==> config.mk <==
export PLATFORM = sky130hd
export DESIGN_NAME = beeper_tone_pattern_sequencer_flat
export DESIGN_NICKNAME = d
export VERILOG_FILES = /design/src/design/bts_pkg.sv /design/src/design/bts_in_if.sv /design/src/design/beeper_tone_pattern_sequencer.sv /design/src/design/bts_divider.sv /design/src/design/bts_datapath.sv /design/src/design/bts_ctrl.sv /design/src/flat_wrapper.sv
export VERILOG_INCLUDE_DIRS = /design/src /design/src/design
export SDC_FILE = /design/constraint.sdc
export NUM_CORES = 1
export LEC_CHECK = 0
export BUFFER_PORTS_ARGS = -buffer_cell sky130_fd_sc_hd__buf_2
export CORE_MARGIN = 4
export CORE_UTILIZATION = 59
export DETAILED_ROUTE_END_ITERATION = 6
export HOLD_SLACK_MARGIN = 0.12
export PLACE_DENSITY_LB_ADDON = 0.15
export SYNTH_ARGS = -nofsm -noshare
export SYNTH_HDL_FRONTEND = slang
export SYNTH_HIERARCHICAL = 1
export SYNTH_SLANG_ARGS = --single-unit
==> constraint.sdc <==
create_clock -name clk -period 6 [get_ports clk]
set_input_delay 0.3 -clock clk [delete_from_list [all_inputs] [get_ports clk]]
set_output_delay 0.3 -clock clk [all_outputs]
set_load 0.03 [all_outputs]
==> src/design/beeper_tone_pattern_sequencer_defines.svh <==
// ---------------------------------------------------------------------------
// Beeper tone pattern sequencer assertion macros
// Shorthand for clocked, reset-qualified property checks.
// ---------------------------------------------------------------------------
`ifndef BEEPER_TONE_PATTERN_SEQUENCER_DEFINES_SVH
`define BEEPER_TONE_PATTERN_SEQUENCER_DEFINES_SVH

// Same-cycle implication, checked on every rising clock edge out of reset.
`define BTS_ASSERT_IMPL(label, clk, rst_n, ante, cons) \
  label: assert property (@(posedge clk) disable iff (!rst_n) (ante) |-> (cons)) \
    else $error("bts same-cycle check failed");

// Next-cycle implication, checked on every rising clock edge out of reset.
`define BTS_ASSERT_NEXT(label, clk, rst_n, ante, cons) \
  label: assert property (@(posedge clk) disable iff (!rst_n) (ante) |=> (cons)) \
    else $error("bts next-cycle check failed");

`endif

==> src/design/bts_pkg.sv <==
// ---------------------------------------------------------------------------
// Beeper tone pattern sequencer package
// Widths, pattern timing constants, codes and controller/datapath types.
// ---------------------------------------------------------------------------
package bts_pkg;

  localparam int FREQ_W     = 16;
  localparam int VOL_W      = 7;
  localparam int PAT_W      = 8;
  localparam int STAGE_W    = 4;
  localparam int CD_W       = 6;
  localparam int CFG_IDX_W  = 2;
  localparam int CFG_DATA_W = 16;
  localparam int CNT_W      = 16;   // period and pulse counts
  localparam int DIVD_W     = 23;   // holds 65535 * 100
  localparam int DIVS_W     = 16;
  localparam int DIV_CNT_W  = $clog2(DIVD_W + 1);
  localparam int RECIP_W    = 24;
  localparam int PULSE_SHIFT = 30;
  localparam int SCALED_W   = DIVD_W + RECIP_W;

  localparam logic [CD_W-1:0] SINGLE_BEEP_TICKS = CD_W'(30);
  localparam logic [CD_W-1:0] DOUBLE_STEP_TICKS = CD_W'(50);
  localparam logic [CD_W-1:0] SWEEP_STEP_TICKS  = CD_W'(40);

  localparam logic [FREQ_W-1:0] SWEEP_BASE_HZ  = FREQ_W'(1000);
  localparam logic [FREQ_W-1:0] SWEEP_DELTA_HZ = FREQ_W'(25);
  localparam logic [FREQ_W-1:0] FREQ_MIN_HZ    = FREQ_W'(16);
  localparam logic [FREQ_W-1:0] FREQ_RESET_HZ  = FREQ_W'(1000);

  localparam logic [DIVD_W-1:0] US_PER_SECOND = DIVD_W'(1000000);
  localparam logic [VOL_W-1:0]  PERCENT_FULL  = VOL_W'(100);
  localparam logic [VOL_W-1:0]  VOL_RESET     = VOL_W'(10);
  localparam logic [CNT_W-1:0]  PERIOD_SAT    = '1;

  // ceil(2^30 / 100): exact divide by 100 for every product up to 65535 * 100
  localparam logic [RECIP_W-1:0] PULSE_RECIP = RECIP_W'(10737419);

  localparam logic [STAGE_W-1:0] DOUBLE_LAST = STAGE_W'(4);
  localparam logic [STAGE_W-1:0] TRIPLE_LAST = STAGE_W'(5);
  localparam logic [STAGE_W-1:0] SWEEP_LAST  = STAGE_W'(8);

  localparam logic [PAT_W-1:0] PAT_NONE   = PAT_W'(0);
  localparam logic [PAT_W-1:0] PAT_SINGLE = PAT_W'(1);
  localparam logic [PAT_W-1:0] PAT_DOUBLE = PAT_W'(2);
  localparam logic [PAT_W-1:0] PAT_TRIPLE = PAT_W'(3);
  localparam logic [PAT_W-1:0] PAT_SWEEP  = PAT_W'(4);

  typedef enum logic {
    OP_TICK  = 1'b0,
    OP_START = 1'b1
  } bts_op_t;

  typedef enum logic [CFG_IDX_W-1:0] {
    CFG_TONE_FREQ = 2'd0,
    CFG_VOLUME    = 2'd1
  } bts_cfg_idx_t;

  typedef enum logic [2:0] {
    S_IDLE,
    S_PER_START,
    S_PER_WAIT,
    S_PERIOD,
    S_PUL_MUL,
    S_PUL_SCALE,
    S_DONE
  } bts_state_t;

  typedef struct packed {
    logic accept;         // apply the request to the sequencer state
    logic div_start;      // load the divider with 1e6 / freq
    logic load_period;    // capture the period count
    logic load_prod;      // capture period * volume
    logic load_pulse;     // capture the product scaled down by 100
    logic load_out;       // fill the result register
  } bts_cmd_t;

  typedef struct packed {
    logic div_busy;
    logic freq_low;       // frequency below 16 Hz, period saturates
    logic out_full;       // result register cannot take a new result
  } bts_status_t;

endpackage

==> src/design/bts_in_if.sv <==
// ---------------------------------------------------------------------------
// Beeper sequencer request and result channels
// Valid/ready channels: opcode and pattern number in, timer settings out.
// ---------------------------------------------------------------------------
interface bts_in_if;
  import bts_pkg::*;

  logic             valid;
  logic             ready;
  logic             opcode;
  logic [PAT_W-1:0] pattern;

  modport source (output valid, output opcode, output pattern, input ready);
  modport sink (input valid, input opcode, input pattern, output ready);
endinterface

interface bts_out_if;
  import bts_pkg::*;

  logic             valid;
  logic             ready;
  logic             pwm_on;
  logic [CNT_W-1:0] period_count;
  logic [CNT_W-1:0] pulse_count;
  logic             busy_res;

  modport source (output valid, output pwm_on, output period_count, output pulse_count,
                  output busy_res, input ready);
  modport sink (input valid, input pwm_on, input period_count, input pulse_count,
                input busy_res, output ready);
endinterface

==> src/design/beeper_tone_pattern_sequencer.sv <==
// ---------------------------------------------------------------------------
// Beeper tone pattern sequencer
// Plays beeper patterns on 1 ms ticks and reports the PWM timer settings.
// ---------------------------------------------------------------------------
// Usage:
//   in_ch  : requests, opcode 0 = 1 ms tick, 1 = start pattern (pattern no.)
//   out_ch : one result per request: pwm_on, period_count, pulse_count,
//            busy_res
//   cfg_*  : write-only registers, index 0 tone frequency (also loads the
//            current frequency), index 1 volume in percent; write while idle.
// Operation:
//   One request at a time. A request is taken in the idle state, then the
//   period is found by a serial 23-step division of 1e6 by the frequency and
//   the compare value by a reciprocal multiply of period * volume, with the
//   product and the scaled value registered in turn. Below 16 Hz the division
//   is skipped and the period saturates. The next request is taken the cycle
//   after the result is loaded, not before.
// Reset (synchronous, rst_n low): pattern 1 armed, stage 0, 1000 Hz,
//   volume 10 %, PWM off, result register empty.
// Stall: the result register holds its result until out_ch.ready; a request
//   can be taken while it waits, but the next result holds in the controller
//   until the register drains.
// ---------------------------------------------------------------------------
`include "beeper_tone_pattern_sequencer_defines.svh"

module beeper_tone_pattern_sequencer (
  input  logic                           clk,
  input  logic                           rst_n,
  bts_in_if.sink                         in_ch,
  bts_out_if.source                      out_ch,
  input  logic                           cfg_we,
  input  logic [bts_pkg::CFG_IDX_W-1:0]  cfg_index,
  input  logic [bts_pkg::CFG_DATA_W-1:0] cfg_data
);
  import bts_pkg::*;

  bts_cmd_t    cmd;
  bts_status_t status;
  logic        ctrl_ready;

  // Controller: one request in flight, steps the datapath through divide
  // and scale.
  bts_ctrl u_ctrl (
    .clk      (clk),
    .rst_n    (rst_n),
    .in_valid (in_ch.valid),
    .in_ready (ctrl_ready),
    .status   (status),
    .cmd      (cmd)
  );

  // Datapath: pattern state, registers, divider and result register.
  bts_datapath u_dp (
    .clk              (clk),
    .rst_n            (rst_n),
    .cfg_we           (cfg_we),
    .cfg_index        (cfg_index),
    .cfg_data         (cfg_data),
    .in_opcode        (in_ch.opcode),
    .in_pattern       (in_ch.pattern),
    .cmd              (cmd),
    .status           (status),
    .out_ready        (out_ch.ready),
    .out_valid        (out_ch.valid),
    .out_pwm_on       (out_ch.pwm_on),
    .out_period_count (out_ch.period_count),
    .out_pulse_count  (out_ch.pulse_count),
    .out_busy_res     (out_ch.busy_res)
  );

  assign in_ch.ready = ctrl_ready;

  // A taken request blocks further requests until its result is loaded.
  `BTS_ASSERT_NEXT(a_one_in_flight, clk, rst_n, in_ch.valid && in_ch.ready, !in_ch.ready)
  // Starting the divider always leaves it busy for the following cycle.
  `BTS_ASSERT_NEXT(a_div_runs, clk, rst_n, cmd.div_start, status.div_busy)
  // Volume is clamped to full scale, so the compare never exceeds the period.
  `BTS_ASSERT_IMPL(a_pulse_le_period, clk, rst_n, out_ch.valid,
                   out_ch.pulse_count <= out_ch.period_count)
endmodule

==> src/design/bts_divider.sv <==
// ---------------------------------------------------------------------------
// Beeper sequencer serial divider
// Restoring divider, one quotient bit per cycle.
// ---------------------------------------------------------------------------
module bts_divider (
  input  logic                         clk,
  input  logic                         rst_n,
  input  logic                         start,
  input  logic [bts_pkg::DIVD_W-1:0]   dividend,
  input  logic [bts_pkg::DIVS_W-1:0]   divisor,
  output logic                         busy,
  output logic [bts_pkg::DIVD_W-1:0]   quotient
);
  import bts_pkg::*;

  logic [DIVD_W-1:0]    quo_r, quo_nxt;
  logic [DIVS_W:0]      rem_r, rem_nxt;
  logic [DIVS_W-1:0]    dsr_r;
  logic [DIV_CNT_W-1:0] cnt_r, cnt_nxt;
  logic                 busy_r, busy_nxt;
  logic [DIVS_W:0]      rem_sh;
  logic                 ge;

  always_comb begin
    rem_sh   = {rem_r[DIVS_W-1:0], quo_r[DIVD_W-1]};
    ge       = (rem_sh >= {1'b0, dsr_r});
    quo_nxt  = quo_r;
    rem_nxt  = rem_r;
    cnt_nxt  = cnt_r;
    busy_nxt = busy_r;
    if (start) begin
      quo_nxt  = dividend;
      rem_nxt  = '0;
      cnt_nxt  = DIV_CNT_W'(DIVD_W);
      busy_nxt = 1'b1;
    end else if (busy_r) begin
      quo_nxt  = {quo_r[DIVD_W-2:0], ge};
      rem_nxt  = ge ? (rem_sh - {1'b0, dsr_r}) : rem_sh;
      cnt_nxt  = cnt_r - DIV_CNT_W'(1);
      busy_nxt = (cnt_r != DIV_CNT_W'(1));
    end
  end

  always_ff @(posedge clk) begin
    if (!rst_n) begin
      busy_r <= 1'b0;
      cnt_r  <= '0;
    end else begin
      busy_r <= busy_nxt;
      cnt_r  <= cnt_nxt;
    end
  end

  always_ff @(posedge clk) begin
    quo_r <= quo_nxt;
    rem_r <= rem_nxt;
    if (start) begin
      dsr_r <= divisor;
    end
  end

  assign busy     = busy_r;
  assign quotient = quo_r;
endmodule

==> src/design/bts_datapath.sv <==
// ---------------------------------------------------------------------------
// Beeper sequencer datapath
// Pattern state, registers, period/pulse arithmetic and result register.
// ---------------------------------------------------------------------------
module bts_datapath (
  input  logic                           clk,
  input  logic                           rst_n,
  input  logic                           cfg_we,
  input  logic [bts_pkg::CFG_IDX_W-1:0]  cfg_index,
  input  logic [bts_pkg::CFG_DATA_W-1:0] cfg_data,
  input  logic                           in_opcode,
  input  logic [bts_pkg::PAT_W-1:0]      in_pattern,
  input  bts_pkg::bts_cmd_t              cmd,
  output bts_pkg::bts_status_t           status,
  input  logic                           out_ready,
  output logic                           out_valid,
  output logic                           out_pwm_on,
  output logic [bts_pkg::CNT_W-1:0]      out_period_count,
  output logic [bts_pkg::CNT_W-1:0]      out_pulse_count,
  output logic                           out_busy_res
);
  import bts_pkg::*;

  logic [PAT_W-1:0]   active_r, active_nxt;
  logic [STAGE_W-1:0] stage_r, stage_nxt;
  logic [CD_W-1:0]    cd_r, cd_nxt;
  logic               first_r, first_nxt;
  logic [FREQ_W-1:0]  freq_r, freq_nxt;
  logic               pwm_r, pwm_nxt;
  logic [VOL_W-1:0]   vol_r, vol_nxt;
  logic               out_valid_r, out_valid_nxt;

  logic [CNT_W-1:0]   period_r;
  logic [DIVD_W-1:0]  prod_r;
  logic [CNT_W-1:0]   pulse_r;
  logic               out_pwm_r, out_busy_r;
  logic [CNT_W-1:0]   out_period_r, out_pulse_r;

  logic [STAGE_W-1:0] st;
  logic [CD_W-1:0]    cd_dec;
  logic               run_stage;
  logic               halt;
  logic [STAGE_W-1:0] last_stage;
  logic [VOL_W-1:0]   vol_eff;
  logic [DIVD_W-1:0]  div_dividend;
  logic [DIVS_W-1:0]  div_divisor;
  logic               div_busy;
  logic [DIVD_W-1:0]  div_quot;
  logic [SCALED_W-1:0] scaled;

  // Sequencer state update for one request or one register write.
  always_comb begin
    active_nxt = active_r;
    stage_nxt  = stage_r;
    cd_nxt     = cd_r;
    first_nxt  = first_r;
    freq_nxt   = freq_r;
    pwm_nxt    = pwm_r;
    vol_nxt    = vol_r;
    st         = first_r ? '0 : stage_r;
    cd_dec     = cd_r - CD_W'(1);
    run_stage  = 1'b0;
    halt       = 1'b0;
    last_stage = (active_r == PAT_DOUBLE) ? DOUBLE_LAST : TRIPLE_LAST;

    if (cfg_we) begin
      unique case (cfg_index)
        CFG_TONE_FREQ: freq_nxt = cfg_data[FREQ_W-1:0];
        CFG_VOLUME:    vol_nxt  = cfg_data[VOL_W-1:0];
        default:       ;
      endcase
    end

    if (cmd.accept) begin
      if (in_opcode == OP_START) begin
        active_nxt = in_pattern;
      end else if (active_r != PAT_NONE) begin
        if (first_r) begin
          first_nxt = 1'b0;
          stage_nxt = '0;
          run_stage = 1'b1;
        end else begin
          cd_nxt    = cd_dec;
          run_stage = (cd_dec == '0);
        end
      end
    end

    if (run_stage) begin
      case (active_r)
        PAT_SINGLE: begin
          pwm_nxt = 1'b1;
          if (st != '0) begin
            halt = 1'b1;
          end else begin
            cd_nxt = SINGLE_BEEP_TICKS;
          end
        end
        PAT_DOUBLE, PAT_TRIPLE: begin
          if (active_r == PAT_DOUBLE) begin
            pwm_nxt = 1'b1;
          end
          if (st >= last_stage) begin
            halt = 1'b1;
          end else begin
            cd_nxt  = DOUBLE_STEP_TICKS;
            pwm_nxt = ~st[0];
          end
        end
        PAT_SWEEP: begin
          pwm_nxt = 1'b1;
          if (st >= SWEEP_LAST) begin
            freq_nxt = SWEEP_BASE_HZ;
            halt     = 1'b1;
          end else begin
            cd_nxt   = SWEEP_STEP_TICKS;
            freq_nxt = SWEEP_BASE_HZ - FREQ_W'(st[2:0]) * SWEEP_DELTA_HZ;
          end
        end
        default: halt = 1'b1;
      endcase
      if (halt) begin
        pwm_nxt    = 1'b0;
        stage_nxt  = '0;
        active_nxt = PAT_NONE;
        first_nxt  = 1'b1;
      end else begin
        stage_nxt = st + STAGE_W'(1);
      end
    end
  end

  always_ff @(posedge clk) begin
    if (!rst_n) begin
      active_r <= PAT_SINGLE;
      stage_r  <= '0;
      cd_r     <= CD_W'(1);
      first_r  <= 1'b1;
      freq_r   <= FREQ_RESET_HZ;
      pwm_r    <= 1'b0;
      vol_r    <= VOL_RESET;
    end else begin
      active_r <= active_nxt;
      stage_r  <= stage_nxt;
      cd_r     <= cd_nxt;
      first_r  <= first_nxt;
      freq_r   <= freq_nxt;
      pwm_r    <= pwm_nxt;
      vol_r    <= vol_nxt;
    end
  end

  // Divider computes 1e6 / freq; the compare value divides by 100 through
  // a reciprocal multiply.
  assign vol_eff      = (vol_r > PERCENT_FULL) ? PERCENT_FULL : vol_r;
  assign div_dividend = US_PER_SECOND;
  assign div_divisor  = freq_r;
  assign scaled       = SCALED_W'(prod_r) * SCALED_W'(PULSE_RECIP);

  bts_divider u_div (
    .clk      (clk),
    .rst_n    (rst_n),
    .start    (cmd.div_start),
    .dividend (div_dividend),
    .divisor  (div_divisor),
    .busy     (div_busy),
    .quotient (div_quot)
  );

  always_ff @(posedge clk) begin
    if (cmd.load_period) begin
      period_r <= status.freq_low ? PERIOD_SAT : (div_quot[CNT_W-1:0] - CNT_W'(1));
    end
    if (cmd.load_prod) begin
      prod_r <= DIVD_W'(period_r) * DIVD_W'(vol_eff);
    end
    if (cmd.load_pulse) begin
      pulse_r <= scaled[PULSE_SHIFT +: CNT_W];
    end
    if (cmd.load_out) begin
      out_pwm_r    <= pwm_r;
      out_period_r <= period_r;
      out_pulse_r  <= pulse_r;
      out_busy_r   <= (active_r != PAT_NONE);
    end
  end

  // Result register: fill on load, drain when the receiver takes it.
  always_comb begin
    out_valid_nxt = out_valid_r;
    if (cmd.load_out) begin
      out_valid_nxt = 1'b1;
    end else if (out_ready) begin
      out_valid_nxt = 1'b0;
    end
  end

  always_ff @(posedge clk) begin
    if (!rst_n) begin
      out_valid_r <= 1'b0;
    end else begin
      out_valid_r <= out_valid_nxt;
    end
  end

  assign status.div_busy = div_busy;
  assign status.freq_low = (freq_r < FREQ_MIN_HZ);
  assign status.out_full = out_valid_r && !out_ready;

  assign out_valid        = out_valid_r;
  assign out_pwm_on       = out_pwm_r;
  assign out_period_count = out_period_r;
  assign out_pulse_count  = out_pulse_r;
  assign out_busy_res     = out_busy_r;
endmodule

==> src/design/bts_ctrl.sv <==
// ---------------------------------------------------------------------------
// Beeper sequencer controller
// Sequences state update, period division, pulse scaling and result load.
// ---------------------------------------------------------------------------
module bts_ctrl (
  input  logic                 clk,
  input  logic                 rst_n,
  input  logic                 in_valid,
  output logic                 in_ready,
  input  bts_pkg::bts_status_t status,
  output bts_pkg::bts_cmd_t    cmd
);
  import bts_pkg::*;

  bts_state_t state_r, state_nxt;

  always_comb begin
    state_nxt = state_r;
    unique case (state_r)
      S_IDLE:      if (in_valid) state_nxt = S_PER_START;
      S_PER_START: state_nxt = status.freq_low ? S_PERIOD : S_PER_WAIT;
      S_PER_WAIT:  if (!status.div_busy) state_nxt = S_PERIOD;
      S_PERIOD:    state_nxt = S_PUL_MUL;
      S_PUL_MUL:   state_nxt = S_PUL_SCALE;
      S_PUL_SCALE: state_nxt = S_DONE;
      S_DONE:      if (!status.out_full) state_nxt = S_IDLE;
      default:     state_nxt = S_IDLE;
    endcase
  end

  always_comb begin
    cmd      = '0;
    in_ready = 1'b0;
    unique case (state_r)
      S_IDLE: begin
        in_ready   = 1'b1;
        cmd.accept = in_valid;
      end
      S_PER_START: cmd.div_start = !status.freq_low;
      S_PER_WAIT:  ;
      S_PERIOD:    cmd.load_period = 1'b1;
      S_PUL_MUL:   cmd.load_prod = 1'b1;
      S_PUL_SCALE: cmd.load_pulse = 1'b1;
      S_DONE:      cmd.load_out = !status.out_full;
      default:     ;
    endcase
  end

  always_ff @(posedge clk) begin
    if (!rst_n) begin
      state_r <= S_IDLE;
    end else begin
      state_r <= state_nxt;
    end
  end
endmodule

==> src/flat_wrapper.sv <==
// flat-port wrapper written by rule: the top's interface ports become plain ports
module beeper_tone_pattern_sequencer_flat import bts_pkg::*;
  (clk, rst_n, cfg_we, cfg_index, cfg_data, in_ch_valid, in_ch_opcode, in_ch_pattern, in_ch_ready, out_ch_valid, out_ch_pwm_on, out_ch_period_count, out_ch_pulse_count, out_ch_busy_res, out_ch_ready);
  bts_in_if in_ch_i ();
  bts_out_if out_ch_i ();
  input  logic clk;
  input  logic rst_n;
  input  logic cfg_we;
  input  logic [bts_pkg::CFG_IDX_W-1:0] cfg_index;
  input  logic [bts_pkg::CFG_DATA_W-1:0] cfg_data;
  input wire logic [$bits(in_ch_i.valid)-1:0] in_ch_valid;
  input wire logic [$bits(in_ch_i.opcode)-1:0] in_ch_opcode;
  input wire logic [$bits(in_ch_i.pattern)-1:0] in_ch_pattern;
  output wire logic [$bits(in_ch_i.ready)-1:0] in_ch_ready;
  output wire logic [$bits(out_ch_i.valid)-1:0] out_ch_valid;
  output wire logic [$bits(out_ch_i.pwm_on)-1:0] out_ch_pwm_on;
  output wire logic [$bits(out_ch_i.period_count)-1:0] out_ch_period_count;
  output wire logic [$bits(out_ch_i.pulse_count)-1:0] out_ch_pulse_count;
  output wire logic [$bits(out_ch_i.busy_res)-1:0] out_ch_busy_res;
  input wire logic [$bits(out_ch_i.ready)-1:0] out_ch_ready;
  assign in_ch_i.valid = in_ch_valid;
  assign in_ch_i.opcode = in_ch_opcode;
  assign in_ch_i.pattern = in_ch_pattern;
  assign in_ch_ready = in_ch_i.ready;
  assign out_ch_valid = out_ch_i.valid;
  assign out_ch_pwm_on = out_ch_i.pwm_on;
  assign out_ch_period_count = out_ch_i.period_count;
  assign out_ch_pulse_count = out_ch_i.pulse_count;
  assign out_ch_busy_res = out_ch_i.busy_res;
  assign out_ch_i.ready = out_ch_ready;
  beeper_tone_pattern_sequencer u_core (.clk(clk), .rst_n(rst_n), .in_ch(in_ch_i), .out_ch(out_ch_i), .cfg_we(cfg_we), .cfg_index(cfg_index), .cfg_data(cfg_data));
endmodule
==> flow_summary.ini <==
[sta]
final_hold_violations = 0
rsz_0062_raised_after_global_routing = true
final.setup.worst_slack_ns = -0.5097
report.final.slew_viol_count = 0
clock_skew_ns = 0.01764
fin_crit_sh_pct = 108.5
max_frequency_ghz = 0.1536
maxSlewHeadroom_pct = 36.21
min_period_ns = 6.510
finalSetupViolations = 13
worst-slew-pin-transition_ns = 0.9546

[clock_network]
cts-htree-levels = 4
insertion_delay_ns = 0.47
cts-root-buf = sky130_fd_sc_hd__clkbuf_16
cts_buffer_depth = 2
numClockSinks = 197
clk_slew_on_worst_s_h_paths_ns = 0.08
cts_inserted_buffers = 17
clock_tree_from_tritoncts = yes

[synthesis]
post_synth_fa_ha_maj_area_fraction_pct = 42.33
synth.ff_latch_count = 197
synth_mux_area_share_pct = 1.790
synth_cells = 2143
ys.flop_type = sky130_fd_sc_hd__edfxtp_1
async_flop_share_pct = 0
yosys.cell_types.count = 84
syn-cell-area_um2 = 21740
synth-compound-area-share_pct = 8.945
synth-edff-count = 128
avgSynthCellArea_um2 = 10.14
synth_top_family_by_area = adder cells
post_synth_and_or_nand_nor_area_fraction_pct = 11.43
seq_total_area_yosys_pct = 24.04
yosys_warnings = 6
synth-xor-area-share_pct = 2.700

[worst_hold_path]
timing.hold.worst.class = input port to flop

[finish]
antenna_cells = 0
num-nets-final = 3010
area_delta_synth_final_pct = 15.05
drive_above_1_share_pct = 15.53
final_instance_count_excl_fillers = 2882
finish.instance_area_um2 = 25010

[critical_path]
worstSetupEndpoint = u_core/u_dp/pulse_r[15]$_DFFE_PP_
cp_common_cell = sky130_fd_sc_hd__fa_1
crit_required_ns = 6.20
timing.reg2reg.setup_slack_ns = -0.51
worstSetupPathDepth = 19
critical_path.reg2reg.endpoint = u_core/u_dp/pulse_r[15]$_DFFE_PP_
timing.critical_path.buf_inv = 4
critical-path-top-delay-family = adder cells
cpMaxStageDelayCell = sky130_fd_sc_hd__fa_1
path_cells = ha_1, inv_1, fa_1, fa_1, fa_1, inv_1, fa_1, fa_1, inv_1, fa_1, inv_1, ha_1, nand4_1, or4b_1, and4_4, or3_4, a211oi_4, o2111a_1, a211oi_2
crit_start = u_core/u_dp/prod_r[5]$_DFFE_PP_
crit_path_start_kind = flop
crit_path_max_fanout = 5
crit_type = flop to flop
regToRegStartpoint = u_core/u_dp/prod_r[5]$_DFFE_PP_
timing.critical_path.arrival_ns = 6.71
endpoint_kind = flop
r2r_depth = 19
crit_path_max_incr_delay_ns = 0.55

[outcome]
run_status = complete, but fails checks
violations = setup timing

[placement]
detailedPlacementHpwl_um = 41350
port-buffer-count = 67
placed_area_um2 = 23860
gp_congestion = 0.9552
pre_cts_setup_slack_ns = -0.5131
dpl.cell_count = 2822

[route]
drt_via_density = 5.414
detail_route.iter0.violations = 826
antenna_left = 0
number_of_vias_in_the_routed_layout = 15600
finalWirelength_um = 50740
drt_drc_violations_left = 0
firstDrtPassIters = 5
post_drt_wl_per_cell_um = 17.60

[floorplanning]
chipWidth_um = 199.9
core_um2 = 36430
floorplan.io_pins = 68
core.rowCount = 70
initial_utilization_pct = 59.66
vertical_extent_of_the_die_um = 199.9
die_area_um2 = 39980

[global_routing]
number_of_global_route_vias_before_repair = 16400
track_usage_pct = 26.21
grt_antenna_before_repair = 0
grt-ovfl-total = 0
grt_start_max_net_pins = 50
grt_first_pass_wirelength_um = 82740

[job]
drv_cap = 0

[power_and_ir_drop]
p_leak_nw = 12.34
power_per_cell_area_nw_per_um2 = 372.6
worst_ir_drop_vdd_mv = 0.3716
cells in the final DEF (no fill, tap or decap), types with 7 or more instances in the layout:
master                            n
sky130_fd_sc_hd__xor2_1          22
sky130_fd_sc_hd__conb_1          23
sky130_fd_sc_hd__buf_6            7
sky130_fd_sc_hd__fa_1           257
sky130_fd_sc_hd__a21o_1          20
sky130_fd_sc_hd__xnor2_1         45
sky130_fd_sc_hd__nor3_1          28
sky130_fd_sc_hd__nor2_1          57
sky130_fd_sc_hd__a21oi_1         78
sky130_fd_sc_hd__buf_4          166
sky130_fd_sc_hd__nand2_1        147
sky130_fd_sc_hd__nor2b_1         26
sky130_fd_sc_hd__nor4_1           8
sky130_fd_sc_hd__clkbuf_16       18
sky130_fd_sc_hd__nand3_1         38
sky130_fd_sc_hd__or3_1           12
sky130_fd_sc_hd__mux2_2          23
sky130_fd_sc_hd__o211ai_1        10
sky130_fd_sc_hd__mux2i_1         13
sky130_fd_sc_hd__a31oi_1         10
sky130_fd_sc_hd__buf_2           67
sky130_fd_sc_hd__ha_1           296
sky130_fd_sc_hd__inv_2           10
sky130_fd_sc_hd__inv_1          443
sky130_fd_sc_hd__o21ai_0         47
sky130_fd_sc_hd__edfxtp_1       128
sky130_fd_sc_hd__and3_1          37
sky130_fd_sc_hd__nand4_1         12
sky130_fd_sc_hd__a311oi_1         8
sky130_fd_sc_hd__o21a_1          15
sky130_fd_sc_hd__a211oi_1         9
sky130_fd_sc_hd__ha_4            15
sky130_fd_sc_hd__fa_2             7
sky130_fd_sc_hd__and2_1          59
sky130_fd_sc_hd__dfxtp_1         69
sky130_fd_sc_hd__nand2b_1        16
sky130_fd_sc_hd__dlygate4sd3_1   20
sky130_fd_sc_hd__a21boi_0         8
through the flow:
| step | power, W | setup TNS [ns] | hold WS, ns | utilization (%) |
|---|---|---|---|---|
| floorplan | 0.005785 | -2.956 | 0.4003 | - |
| global placement | 0.007504 | -3.439 | 0.4055 | 65.49 |
| detailed placement | 0.007689 | -4.942 | 0.4045 | 65.49 |
| CTS | 0.009229 | -4.080 | 0.1208 | 68.39 |
| global route | 0.01019 | -7.270 | 0.1512 | 68.64 |
| finish | 0.009317 | -4.454 | 0.1616 | 68.64 |
flip-flops by register name (all words and copies together), names as in the netlist, 3 cells and up:
register / cells
u_core/u_ctrl/state_r: 3
u_core/u_dp/active_r: 8
u_core/u_dp/cd_r: 6
u_core/u_dp/div_divisor: 16
u_core/u_dp/out_period_count: 16
u_core/u_dp/out_pulse_count: 16
u_core/u_dp/period_r: 16
u_core/u_dp/prod_r: 23
u_core/u_dp/pulse_r: 16
u_core/u_dp/stage_r: 4
u_core/u_dp/u_div/cnt_r: 5
u_core/u_dp/u_div/dsr_r: 16
u_core/u_dp/u_div/quotient: 23
u_core/u_dp/u_div/rem_r: 16
u_core/u_dp/vol_r: 7
cells in the mapped netlist (6+ instances only):
| cell | count | share of area, % |
|---|---|---|
| sky130_fd_sc_hd__nor2b_1 | 26 | 0.75 |
| sky130_fd_sc_hd__and2_1 | 59 | 1.7 |
| sky130_fd_sc_hd__a21boi_0 | 8 | 0.28 |
| sky130_fd_sc_hd__o21bai_1 | 6 | 0.21 |
| sky130_fd_sc_hd__xor2_1 | 22 | 0.89 |
| sky130_fd_sc_hd__a311oi_1 | 8 | 0.32 |
| sky130_fd_sc_hd__nand2b_1 | 16 | 0.46 |
| sky130_fd_sc_hd__or3_1 | 12 | 0.35 |
| sky130_fd_sc_hd__a21oi_1 | 83 | 1.9 |
| sky130_fd_sc_hd__nand4_1 | 12 | 0.35 |
| sky130_fd_sc_hd__fa_1 | 264 | 24 |
| sky130_fd_sc_hd__inv_1 | 452 | 7.8 |
| sky130_fd_sc_hd__nor4_1 | 10 | 0.29 |
| sky130_fd_sc_hd__mux2i_1 | 13 | 0.60 |
| sky130_fd_sc_hd__xnor2_1 | 45 | 1.8 |
| sky130_fd_sc_hd__o211ai_1 | 10 | 0.35 |
| sky130_fd_sc_hd__mux2_2 | 23 | 1.2 |
| sky130_fd_sc_hd__clkbuf_1 | 30 | 0.52 |
| sky130_fd_sc_hd__o21a_1 | 15 | 0.52 |
| sky130_fd_sc_hd__edfxtp_1 | 128 | 18 |
| sky130_fd_sc_hd__dfxtp_1 | 69 | 6.4 |
| sky130_fd_sc_hd__ha_1 | 313 | 18 |
| sky130_fd_sc_hd__a211oi_1 | 10 | 0.35 |
| sky130_fd_sc_hd__o31ai_1 | 6 | 0.21 |
| sky130_fd_sc_hd__nor3_1 | 32 | 0.74 |
| sky130_fd_sc_hd__o21ai_0 | 50 | 1.2 |
| sky130_fd_sc_hd__a31oi_1 | 11 | 0.32 |
| sky130_fd_sc_hd__and3_1 | 37 | 1.1 |
| sky130_fd_sc_hd__or2_2 | 6 | 0.17 |
| sky130_fd_sc_hd__nor2_1 | 57 | 0.98 |
| sky130_fd_sc_hd__nand2_1 | 148 | 2.6 |
| sky130_fd_sc_hd__a21o_1 | 20 | 0.69 |
| sky130_fd_sc_hd__nand3_1 | 39 | 0.90 |
cell type report:
cell class                 instances  area (um^2)
timing repair buffer             260         1861
sequential                       197         5225
fill                            2794        11430
clock buffer                      20        478.0
tap                              468        585.6
multi-input combinational       1471        15030
inverter                         454         1704
clock inverter                    12        126.4
tightest hold or removal path, delay by kind of cell:
kind                   cells  cell delay, ns
muxes                      1            0.08
and+or+nand+nor            1            0.10
buffers and inverters      1            0.11
power breakdown:
| group | total, W | leakage, nW | switching, W | internal, W |
|---|---|---|---|---|
| clock network | 0.00117 | 0.300 | 0.000569 | 0.000601 |
| logic | 0.00633 | 10.3 | 0.00333 | 0.00300 |
| registers | 0.00182 | 1.73 | 0.000116 | 0.00170 |
how the worst min path moves through the flow:
stage / depth (start not counted) / start / end / slack, ns
final: 3 / cfg_data[6] / u_core/u_dp/vol_r[6]$_SDFFE_PN0P_ / 0.16
after floorplan: 0 / u_core/u_dp/pulse_r[0]$_DFFE_PP_ / u_core/u_dp/out_pulse_count[0]$_DFFE_PP_ / 0.40
after CTS: 3 / cfg_data[6] / u_core/u_dp/vol_r[6]$_SDFFE_PN0P_ / 0.12
after global placement: 0 / u_core/u_dp/pulse_r[4]$_DFFE_PP_ / u_core/u_dp/out_pulse_count[4]$_DFFE_PP_ / 0.41
after detailed placement: 0 / u_core/u_dp/pulse_r[13]$_DFFE_PP_ / u_core/u_dp/out_pulse_count[13]$_DFFE_PP_ / 0.40
after global routing: 3 / in_ch_opcode / u_core/u_dp/active_r[5]$_SDFF_PN0_ / 0.15
cell families (layout without fill, tap and decap cells):
kind of cell / after synthesis / count (layout)
flops: 197 / 197
other cells: 2 / 23
buf+inv: 496 / 746
compound gates: 286 / 286
simple gates: 482 / 482
mux: 36 / 36
fa+ha+maj: 577 / 577
xor+xnor: 67 / 67
timing repair:
item	CTS	global route
hold buffers	20	0
pin swaps	34	23
gates resized for setup	39	15
cloned	0	0
endpoints found under the hold margin	20	0
endpoints found under the setup margin	16	18
setup buffers	5	3
routing by layer:
metal / global-route usage, % / vias to the layer above / part of all wire [%]
li1: - / 7562 / -
met1: 33.85 / 7646 / 43
met2: 45.57 / 326 / 50
met3: 4.683 / 68 / 4.2
met4: 7.547 / 0 / 2.4
met5: 0 / - / 0
Note: power is estimated with default switching activity, not from simulation.
